===== src/rtl/pcent_pkg.sv =====
// ----------------------------------------------------------------------------
// pcent_pkg
// shared widths, status codes and divider handshake type for the centroid block
// ----------------------------------------------------------------------------
package pcent_pkg;

  localparam int COORD_W = 16;
  localparam int PROD_W  = 32;
  localparam int CROSS_W = 40;
  localparam int EDGE_W  = 33;
  localparam int MUL_A_W = 34;
  localparam int MUL_B_W = 18;
  localparam int MUL_P_W = MUL_A_W + MUL_B_W;
  localparam int MOM_W   = 56;
  localparam int DEN_W   = CROSS_W + 2;
  localparam int NUM_W   = MOM_W + 2;
  localparam int DIV_W   = DEN_W + 1;
  localparam int STEP_W  = $clog2(NUM_W);
  localparam int STAT_W  = 2;
  localparam int OUT_W   = 80;

  localparam logic [STAT_W-1:0] ST_OK       = 2'd0;
  localparam logic [STAT_W-1:0] ST_ZERO     = 2'd1;
  localparam logic [STAT_W-1:0] ST_TOO_MANY = 2'd2;

  typedef struct packed {
    logic busy;
    logic done;
  } div_stat_t;

endpackage


===== src/rtl/pcent_div.sv =====
// ----------------------------------------------------------------------------
// pcent_div
// bit-serial restoring divider: round(num / den) ties away from zero,
// saturated to signed 16 bits
// ----------------------------------------------------------------------------
module pcent_div (
  input  logic                                 clk,
  input  logic                                 rst,
  input  logic                                 start,
  input  logic signed [pcent_pkg::MOM_W-1:0]   num,
  input  logic signed [pcent_pkg::DEN_W-1:0]   den,
  output pcent_pkg::div_stat_t                 stat,
  output logic signed [pcent_pkg::COORD_W-1:0] quot
);
  import pcent_pkg::*;

  logic [NUM_W-1:0]  acc;
  logic [DIV_W-1:0]  dvs;
  logic [DIV_W-1:0]  rem;
  logic [STEP_W-1:0] step;
  logic              neg;
  logic              busy;
  logic              done;

  logic [MOM_W-1:0] abs_n;
  logic [DEN_W-1:0] abs_d;
  logic [DIV_W:0]   rem_sh;
  logic [DIV_W:0]   diff;
  logic             qbit;
  logic [NUM_W-1:0] q_full;

  always_comb begin
    abs_n  = num[MOM_W-1] ? MOM_W'(-num) : MOM_W'(num);
    abs_d  = den[DEN_W-1] ? DEN_W'(-den) : DEN_W'(den);
    rem_sh = {rem, acc[NUM_W-1]};
    diff   = rem_sh - {1'b0, dvs};
    qbit   = !diff[DIV_W];
    q_full = {acc[NUM_W-2:0], qbit};
  end

  always_ff @(posedge clk) begin
    if (rst) begin
      busy <= 1'b0;
      step <= '0;
      done <= 1'b0;
    end else if (start) begin
      busy <= 1'b1;
      step <= '0;
      done <= 1'b0;
      neg  <= num[MOM_W-1] ^ den[DEN_W-1];
      acc  <= {1'b0, abs_n, 1'b0} + NUM_W'(abs_d);
      dvs  <= {abs_d, 1'b0};
      rem  <= '0;
    end else if (busy) begin
      rem  <= qbit ? diff[DIV_W-1:0] : rem_sh[DIV_W-1:0];
      acc  <= q_full;
      step <= step + 1'b1;
      if (step == STEP_W'(NUM_W - 1)) begin
        busy <= 1'b0;
        done <= 1'b1;
        // saturate to the signed 16-bit range
        if (neg) begin
          quot <= (q_full > NUM_W'(32768)) ? 16'sh8000 : COORD_W'(-q_full[COORD_W-1:0]);
        end else begin
          quot <= (q_full > NUM_W'(32767)) ? 16'sh7fff : q_full[COORD_W-1:0];
        end
      end else begin
        done <= 1'b0;
      end
    end else begin
      done <= 1'b0;
    end
  end

  assign stat.busy = busy;
  assign stat.done = done;

endmodule


===== src/rtl/polygon_centroid.sv =====
// ----------------------------------------------------------------------------
// polygon_centroid
// shoelace centroid and doubled signed area of a polygon, one vertex a transfer
// ----------------------------------------------------------------------------
// Vertices come in on the s_ stream, x in s_tdata[15:0], y in s_tdata[31:16],
// both signed Q8.8, with s_tlast on the final vertex of a polygon. One result
// per polygon leaves on the m_ stream after the last vertex.
// A vertex that closes an edge keeps s_tready low through states S_M1 to S_M6
// while one shared 34x18 multiplier forms the two cross terms and the two moment
// products; the first vertex of a polygon is only stored and forms no edge.
// After the last vertex the closing edge back to the first vertex goes through
// the same multiplier states, then a shared bit-serial divider forms x and then y;
// a zero area or too many vertices skips the divider and gives an error status.
// The result sits in an output register: the next polygon may be sent while
// it waits, but a further result waits until the receiver has taken it, and
// input is held off meanwhile.
// rst is synchronous; it clears the accumulators, the vertex count and the
// output valid.
// ----------------------------------------------------------------------------
module polygon_centroid #(
  parameter int MAX_VERTICES = 64
) (
  input  logic                            clk,
  input  logic                            rst,
  input  logic                            s_tvalid,
  output logic                            s_tready,
  input  logic [31:0]                     s_tdata,  // vertex_x, vertex_y
  input  logic                            s_tlast,  // is_last
  output logic                            m_tvalid,
  input  logic                            m_tready,
  output logic [pcent_pkg::OUT_W-1:0]     m_tdata   // centroid_x, centroid_y,
                                                    // twice_area, status
);
  import pcent_pkg::*;

  localparam int CNT_W = $clog2(MAX_VERTICES + 2);

  localparam logic [3:0] S_IDLE  = 4'd0;
  localparam logic [3:0] S_M1    = 4'd1;
  localparam logic [3:0] S_M2    = 4'd2;
  localparam logic [3:0] S_M3    = 4'd3;
  localparam logic [3:0] S_M4    = 4'd4;
  localparam logic [3:0] S_M5    = 4'd5;
  localparam logic [3:0] S_M6    = 4'd6;
  localparam logic [3:0] S_CLOSE = 4'd7;
  localparam logic [3:0] S_CHK   = 4'd8;
  localparam logic [3:0] S_DXS   = 4'd9;
  localparam logic [3:0] S_DXW   = 4'd10;
  localparam logic [3:0] S_DYS   = 4'd11;
  localparam logic [3:0] S_DYW   = 4'd12;
  localparam logic [3:0] S_OUT   = 4'd13;

  logic [3:0] state;

  logic signed [COORD_W-1:0] first_x, first_y, prev_x, prev_y;
  logic signed [COORD_W-1:0] px, py, qx, qy;
  logic signed [CROSS_W-1:0] cross_sum;
  logic signed [MOM_W-1:0]   moment_x_sum, moment_y_sum;
  logic [CNT_W-1:0]          vertex_count;
  logic                      last_r, closed;

  logic signed [MUL_P_W-1:0] prod;
  logic signed [PROD_W-1:0]  t1;
  logic signed [EDGE_W-1:0]  edge_c;
  logic signed [DEN_W-1:0]   den3;

  logic signed [COORD_W-1:0] res_cx, res_cy;
  logic signed [CROSS_W-1:0] res_area;
  logic [STAT_W-1:0]         res_st;

  logic signed [MUL_A_W-1:0] mul_a;
  logic signed [MUL_B_W-1:0] mul_b;
  logic signed [EDGE_W-1:0]  c_new;

  logic                      div_start;
  logic signed [MOM_W-1:0]   div_num;
  div_stat_t                 div_stat;
  logic signed [COORD_W-1:0] div_q;

  logic s_fire;
  logic has_edge;

  assign s_tready = (state == S_IDLE);
  assign s_fire   = s_tvalid && s_tready;
  assign has_edge = (vertex_count != '0) && (vertex_count <= CNT_W'(MAX_VERTICES));

  // shared multiplier operand select
  always_comb begin
    case (state)
      S_M1: begin
        mul_a = MUL_A_W'(px);
        mul_b = MUL_B_W'(qy);
      end
      S_M2: begin
        mul_a = MUL_A_W'(qx);
        mul_b = MUL_B_W'(py);
      end
      S_M4: begin
        mul_a = MUL_A_W'(edge_c);
        mul_b = MUL_B_W'(px) + MUL_B_W'(qx);
      end
      S_M5: begin
        mul_a = MUL_A_W'(edge_c);
        mul_b = MUL_B_W'(py) + MUL_B_W'(qy);
      end
      default: begin
        mul_a = '0;
        mul_b = '0;
      end
    endcase
    c_new = EDGE_W'(t1) - EDGE_W'(signed'(prod[PROD_W-1:0]));
  end

  assign div_start = (state == S_DXS) || (state == S_DYS);
  assign div_num   = (state == S_DXS) ? moment_x_sum : moment_y_sum;

  pcent_div u_div (
    .clk  (clk),
    .rst  (rst),
    .start(div_start),
    .num  (div_num),
    .den  (den3),
    .stat (div_stat),
    .quot (div_q)
  );

  always_ff @(posedge clk) begin
    if (rst) begin
      state        <= S_IDLE;
      cross_sum    <= '0;
      moment_x_sum <= '0;
      moment_y_sum <= '0;
      vertex_count <= '0;
      last_r       <= 1'b0;
      closed       <= 1'b0;
      first_x      <= '0;
      first_y      <= '0;
      prev_x       <= '0;
      prev_y       <= '0;
      m_tvalid     <= 1'b0;
    end else begin
      if (m_tvalid && m_tready && (state != S_OUT)) begin
        m_tvalid <= 1'b0;
      end
      case (state)
        S_IDLE: begin
          if (s_fire) begin
            if (vertex_count == '0) begin
              first_x <= s_tdata[15:0];
              first_y <= s_tdata[31:16];
            end
            px     <= prev_x;
            py     <= prev_y;
            qx     <= s_tdata[15:0];
            qy     <= s_tdata[31:16];
            prev_x <= s_tdata[15:0];
            prev_y <= s_tdata[31:16];
            if (vertex_count <= CNT_W'(MAX_VERTICES)) begin
              vertex_count <= vertex_count + 1'b1;
            end
            last_r <= s_tlast;
            if (has_edge) begin
              state <= S_M1;
            end else if (s_tlast) begin
              state <= S_CLOSE;
            end
          end
        end
        S_M1: begin
          prod  <= mul_a * mul_b;
          state <= S_M2;
        end
        S_M2: begin
          t1    <= prod[PROD_W-1:0];
          prod  <= mul_a * mul_b;
          state <= S_M3;
        end
        S_M3: begin
          edge_c    <= c_new;
          cross_sum <= cross_sum + CROSS_W'(c_new);
          state     <= S_M4;
        end
        S_M4: begin
          prod  <= mul_a * mul_b;
          state <= S_M5;
        end
        S_M5: begin
          moment_x_sum <= moment_x_sum + MOM_W'(prod);
          prod         <= mul_a * mul_b;
          state        <= S_M6;
        end
        S_M6: begin
          moment_y_sum <= moment_y_sum + MOM_W'(prod);
          if (closed) begin
            state <= S_CHK;
          end else if (last_r) begin
            state <= S_CLOSE;
          end else begin
            state <= S_IDLE;
          end
        end
        S_CLOSE: begin
          if (vertex_count > CNT_W'(MAX_VERTICES)) begin
            res_cx   <= '0;
            res_cy   <= '0;
            res_area <= '0;
            res_st   <= ST_TOO_MANY;
            state    <= S_OUT;
          end else begin
            // edge from the last vertex back to the first
            px     <= prev_x;
            py     <= prev_y;
            qx     <= first_x;
            qy     <= first_y;
            closed <= 1'b1;
            state  <= S_M1;
          end
        end
        S_CHK: begin
          res_area <= cross_sum;
          den3     <= (DEN_W'(cross_sum) <<< 1) + DEN_W'(cross_sum);
          if (cross_sum == '0) begin
            res_cx <= '0;
            res_cy <= '0;
            res_st <= ST_ZERO;
            state  <= S_OUT;
          end else begin
            res_st <= ST_OK;
            state  <= S_DXS;
          end
        end
        S_DXS: begin
          state <= S_DXW;
        end
        S_DXW: begin
          if (div_stat.done) begin
            res_cx <= div_q;
            state  <= S_DYS;
          end
        end
        S_DYS: begin
          state <= S_DYW;
        end
        S_DYW: begin
          if (div_stat.done) begin
            res_cy <= div_q;
            state  <= S_OUT;
          end
        end
        S_OUT: begin
          if (!m_tvalid || m_tready) begin
            m_tdata      <= {6'd0, res_st, res_area, res_cy, res_cx};
            m_tvalid     <= 1'b1;
            cross_sum    <= '0;
            moment_x_sum <= '0;
            moment_y_sum <= '0;
            vertex_count <= '0;
            last_r       <= 1'b0;
            closed       <= 1'b0;
            first_x      <= '0;
            first_y      <= '0;
            prev_x       <= '0;
            prev_y       <= '0;
            state        <= S_IDLE;
          end
        end
        default: begin
          state <= S_IDLE;
        end
      endcase
    end
  end

endmodule


===== config.mk =====
export PLATFORM = sky130hd
export DESIGN_NAME = polygon_centroid
export DESIGN_NICKNAME = d
export VERILOG_FILES = /design/src/rtl/pcent_pkg.sv /design/src/rtl/pcent_div.sv /design/src/rtl/polygon_centroid.sv
export SDC_FILE = /design/constraint.sdc
export NUM_CORES = 2
export LEC_CHECK = 0
export CAP_MARGIN = 20
export CORE_MARGIN = 2
export CORE_UTILIZATION = 55
export DETAILED_ROUTE_END_ITERATION = 7
export DONT_BUFFER_PORTS = 1
export HOLD_SLACK_MARGIN = 0.15
export PLACE_DENSITY = 0.68
export SYNTH_ARGS = -nofsm -noshare
export SYNTH_HDL_FRONTEND = slang
export SYNTH_SLANG_ARGS = --single-unit

===== constraint.sdc =====
create_clock -name clk -period 18.27 [get_ports clk]
set_input_delay 1.827 -clock clk [delete_from_list [all_inputs] [get_ports clk]]
set_output_delay 1.827 -clock clk [all_outputs]
set_load 0.05 [all_outputs]

[Word-level counts from Yosys, hierarchy flattened]
Index checks and enable logic that the tools add are counted.
Storage, ports and cells
  word-level logic and storage cells: 202
  input bits: 37
  register bits: 769
Operators by class
  $lt $le $gt $ge: 4
  $mul: 1
  bitwise logic cells: 4
  add/subtract/negate cells: 14
  mux-type cells: 75
  eq/ne operators: 25
  reduce and logical (&&, ||, !) cells: 46
Operator list (count)
  $mux 16: 19
  $pmux 16 s2: 8
  $pmux 56 s2: 2
  $mux 56: 3
  $pmux 40 s2: 2
  $mux 58: 2
  $add 56x52->56: 2
  $pmux 34 s3: 1
  $pmux 16 s3: 2
  $mux 43: 2
  $mux 40: 2
  $pmux 18 s4: 1
  $add 57x42->58: 1
  $gt 58x15->1 const B: 1
  $gt 58x16->1 const B: 1
  $neg 56->56: 1
  $pmux 4 s14: 1
  $mul 34x18->52: 1
  $sub 44x43->44: 1
  $add 41x40->42: 1
  $mux 42: 1
  $neg 42->42: 1
  $add 40x33->40: 1
  $logic_not 40->1: 1
  other kinds (41): 111

[Logic depth before layout (Yosys ltp)]
  depth after elaboration: 6
  depth in mapped cells: 41
  depth with buffers taken out: 39

[By module]
From an unflattened synthesis, not the netlist that was laid out.
Second synthesis, totals
  cell total of the unflattened synthesis: 7584
  area, all modules: 69790.7 µm²
By module, submodules not included
  polygon_centroid: times used 1, cells each 6046, area each 55831.0 µm²
  pcent_div: times used 1, cells each 1538, area each 13959.6 µm²

[Worst setup path after synthesis]
No wires, ideal clock.
  kind: input to register
  from: input rst
  to: register px[0], enable pin
  stages: 3
  data arrival time: 12.156 ns
  required time: 17.443 ns
  path buffers: 2
  library setup time: 0.827 ns
  slack: 5.286 ns
  cell sequence: clkbuf_1 > clkbuf_1 > a2111oi_0
On the way
  cells in the longest elaborated chain, start to end: 2
RTL lines
  from (decl): RTL line polygon_centroid.sv:24  | input logic rst,
  $not 1->1 (no line)
  $reduce_and 4->1 (no line)
  to (signal assigned): RTL line polygon_centroid.sv:152  | px <= prev_x;
  to (signal assigned): RTL line polygon_centroid.sv:211  | px <= prev_x;
  to (decl): RTL line polygon_centroid.sv:56  | logic signed [COORD_W-1:0] px, py, qx, qy;
Every way passes these cells.
A chain may end at the register's enable or synchronous reset.

[Worst setup path in the final report]
  from: register px[1]
  to: register prod[47], data pin
On the way
  cells in the longest elaborated chain, start to end: 3
RTL lines
  $add 16x16->17: RTL line polygon_centroid.sv:100  | mul_b = MUL_B_W'(px) + MUL_B_W'(qx);
  $pmux 18 s4: RTL line polygon_centroid.sv:89  | case (state)
  $mul 34x18->52 (*)
  to (signal assigned): RTL line polygon_centroid.sv:170  | prod <= mul_a * mul_b;
  to (signal assigned): RTL line polygon_centroid.sv:175  | prod <= mul_a * mul_b;
  to (signal assigned): RTL line polygon_centroid.sv:184  | prod <= mul_a * mul_b;
  to (decl): RTL line polygon_centroid.sv:62  | logic signed [MUL_P_W-1:0] prod;
Every way passes the cells marked *; elsewhere a longest branch is shown, timed or not.

==> out/qor.yml <==
yosys:
  synthMuxAreaShare_pct: 1.44
  synth_fa_ha_area_share_pct: 25.9
  synth-seq-cells: 769
  synth_edf_count: 531
  synth_compound_area_share_pct: 14.7
  synth_warnings: 0
  synth_area_per_cell_um2: 9.15
  postSynthCellCount: 7483
  synth_area_mm2: 0.0685
  yosysUniqueCellTypes: 101
  synth_xor_area_share_pct: 5.63
  synth_ff_type: "edfxtp_1"
  synth_top_family_by_area: "adder cells"
  ys_async_sr_fraction_pct: 0
  yosys.area_share.simple_pct: 15.3
  ys_seq_area_share_pct: 30.3
drt:
  via_per_inst: 5.86
  routed_wl_mm: 187
  drc: 0
  dr.pass1.iters: 8
  final_antenna_net_count: 0
  vias: 53100
  drt_iter0_drc: 4759
  wl_per_cell_um: 20.7
worst_setup_path:
  crit_type: "flip-flop to flip-flop"
  crit_arrival_ps: 10710
  rrSetupSlack_ps: 7960
  cpPeakStageDelay_ps: 680
  r2r_start: "px[1]"
  critPathMaxFanout: 28
  crit_path_start: "px[1]"
  crit_buf_inv: 5
  required_ps: 18660
  path_common_cell: "fa_1"
  ff2ff_path_depth: 37
  startpoint_type: "flip-flop"
  end_kind: "flip-flop"
  crit_family: "compound AO/OA/AOI/OAI gates"
  cp.depth: 37
  critPathSlowestCell: "a222oi_1"
  crit_end: "prod[47]"
  rr_endpoint: "prod[47]"
clock_tree:
  cts_tree: "built"
  cts_resized: 0
  cts_buffers: 86
  clk_pin_slew_ps: 60
  htree_levels: 3
  cts_buffer_depth: 3
  cts.sinks: 769
  postCtsSetupRepairBufs: 0
  ctsHoldBuffers: 0
  root_buffer: "clkbuf_16"
  insertion_delay_ps: 730
die:
  die_area_mm2: 0.127
  chipHeight_um: 357
  initial_core_util_pct: 55.4
  ios: 119
  core_mm2: 0.124
  fp.dieW_um: 357
  fp-row-count: 129
timing:
  rsz0062_at_grt: "false"
  fin_crit_sh_pct: 56.5
  slew_viol_final: 0
  fin_crit_ps: 10310
  fin_skew_ps: 90.3
  max-slew-margin-rel_pct: 22.3
  report.final.setup_viol: 0
  tns_ps: 0
  max_freq_mhz: 97.0
  hold_viol: 0
  tightestPinTransition_ps: 1150
final_layout:
  final-seq-area_mm2: 0.0207
  fillers: 10900
  multi_input_area_mm2: 0.0434
  drive_gt1_share_pct: 4.50
  final_cell_mix: "nand2_1, inv_1, fa_1"
  final_common_cell: "nand2_1"
  nets: 8454
  syn2layout_area_growth_pct: 6.44
placement:
  port_buffers: 0
  dpl.hpwl_mm: 146
  place_congestion: 0.969
global_route:
  grt_pass1_vias: 52800
  antenna_found_initial: 1
  grt_pass1_wl_mm: 296
  grtUsageTotal_pct: 29.6
  grt-ovfl-total: 0
  grt_max_degree: 206
hold_path:
  min_path_type: "flip-flop to flip-flop"
outcome:
  outcome: "complete, no violations"
job:
  maxCapViolCount: 0
[kinds of logic (layout without fill, tap and decap cells)]
| logic type | Yosys count | after routing |
|---|---|---|
| xor gates and xnor gates | 440 | 440 |
| AOI/OAI and AO/OA | 1619 | 1619 |
| adders and majority gates | 1069 | 1069 |
| muxes | 94 | 94 |
| and+or+nand+nor | 2286 | 2286 |
| other | 1 | 8 |
| buffers and inverters | 1205 | 1137 |
| DFF | 769 | 769 |
[layer usage]
metal | wire length (um) | track usage [%] | vias to the layer above
li1 | - | - | 25200
met1 | 82200 | 40.4 | 25900
met2 | 87100 | 48.5 | 1715
met3 | 11000 | 3.90 | 328
met4 | 7000 | 10.2 | 0
met5 | 0 | 0 | -
[synth_stat cells, types with 73 or more instances]
master	count	area [um2]
a21oi_1	569	2850
inv_1	910	3420
nand3_1	250	1250
xnor2_1	280	2450
dfxtp_1	238	4760
a21o_1	241	1810
nor2_1	478	1790
xor2_1	160	1400
nand2_1	975	3660
ha_1	485	6070
nor3_1	102	510
o21ai_0	334	1670
fa_1	584	11700
clkbuf_1	249	935
edfxtp_1	531	15900
and2_1	73	457
[sequential cells by signal, indices dropped and copies added, names as in the netlist, 32 cells and up]
name	cells
cross_sum	40
u_div.rem	43
moment_y_sum	56
u_div.dvs	42
m_tdata	74
edge_c	33
t1	32
res_area	40
den3	42
moment_x_sum	56
prod	52
u_div.acc	58
[worst min-delay path by stage]
| stage | slack (ps) | cells after the start | end | from |
|---|---|---|---|---|
| after floorplan | 400 | 0 | m_tdata[0] | res_cx[0] |
| after global placement | 400 | 0 | m_tdata[70] | res_area[38] |
| after detailed placement | 400 | 0 | m_tdata[45] | res_area[13] |
| after CTS | 390 | 0 | m_tdata[40] | res_area[8] |
| after global routing | 410 | 0 | m_tdata[71] | res_area[39] |
| final | 400 | 0 | m_tdata[15] | res_cx[15] |
[worst reg2reg max path, delay by kind of cell, from the launching register on]
family	cells	cell delay, ps
AOI/OAI and AO/OA	17	4130
adders and majority gates	8	3700
and+or+nand+nor	5	750
buffers and inverters	5	760
DFF	1	410
xor gates and xnor gates	2	240
[metrics by stage]
stage | instance area (um2) | std cells | utilization [%] | worst slack [ps] | hold WS (ps)
floorplan | 68500 | 7488 | - | 5290 | 400
global placement | 70000 | 8891 | 56.6 | 7870 | 402
detailed placement | 70100 | 8895 | 56.7 | 8090 | 405
CTS | 72800 | 9055 | 58.9 | 8010 | 395
global route | 72900 | 9057 | 58.9 | 7190 | 411
finish | 72900 | 9059 | 58.9 | 7960 | 405
[cell type report]
cell class	count	share of cell area, %
Multi-Input combinational cell	5514	59.5
Inverter	911	4.69
Clock buffer	106	3.10
Sequential cell	769	28.4
Timing Repair Buffer	66	0.756
Antenna cell	2	0.00687
Tap cell	1637	2.81
Clock inverter	54	0.670
Power is left out: the tool's default activity adds up to more than one toggle a clock period on the data nets, which glitch-free logic cannot reach.
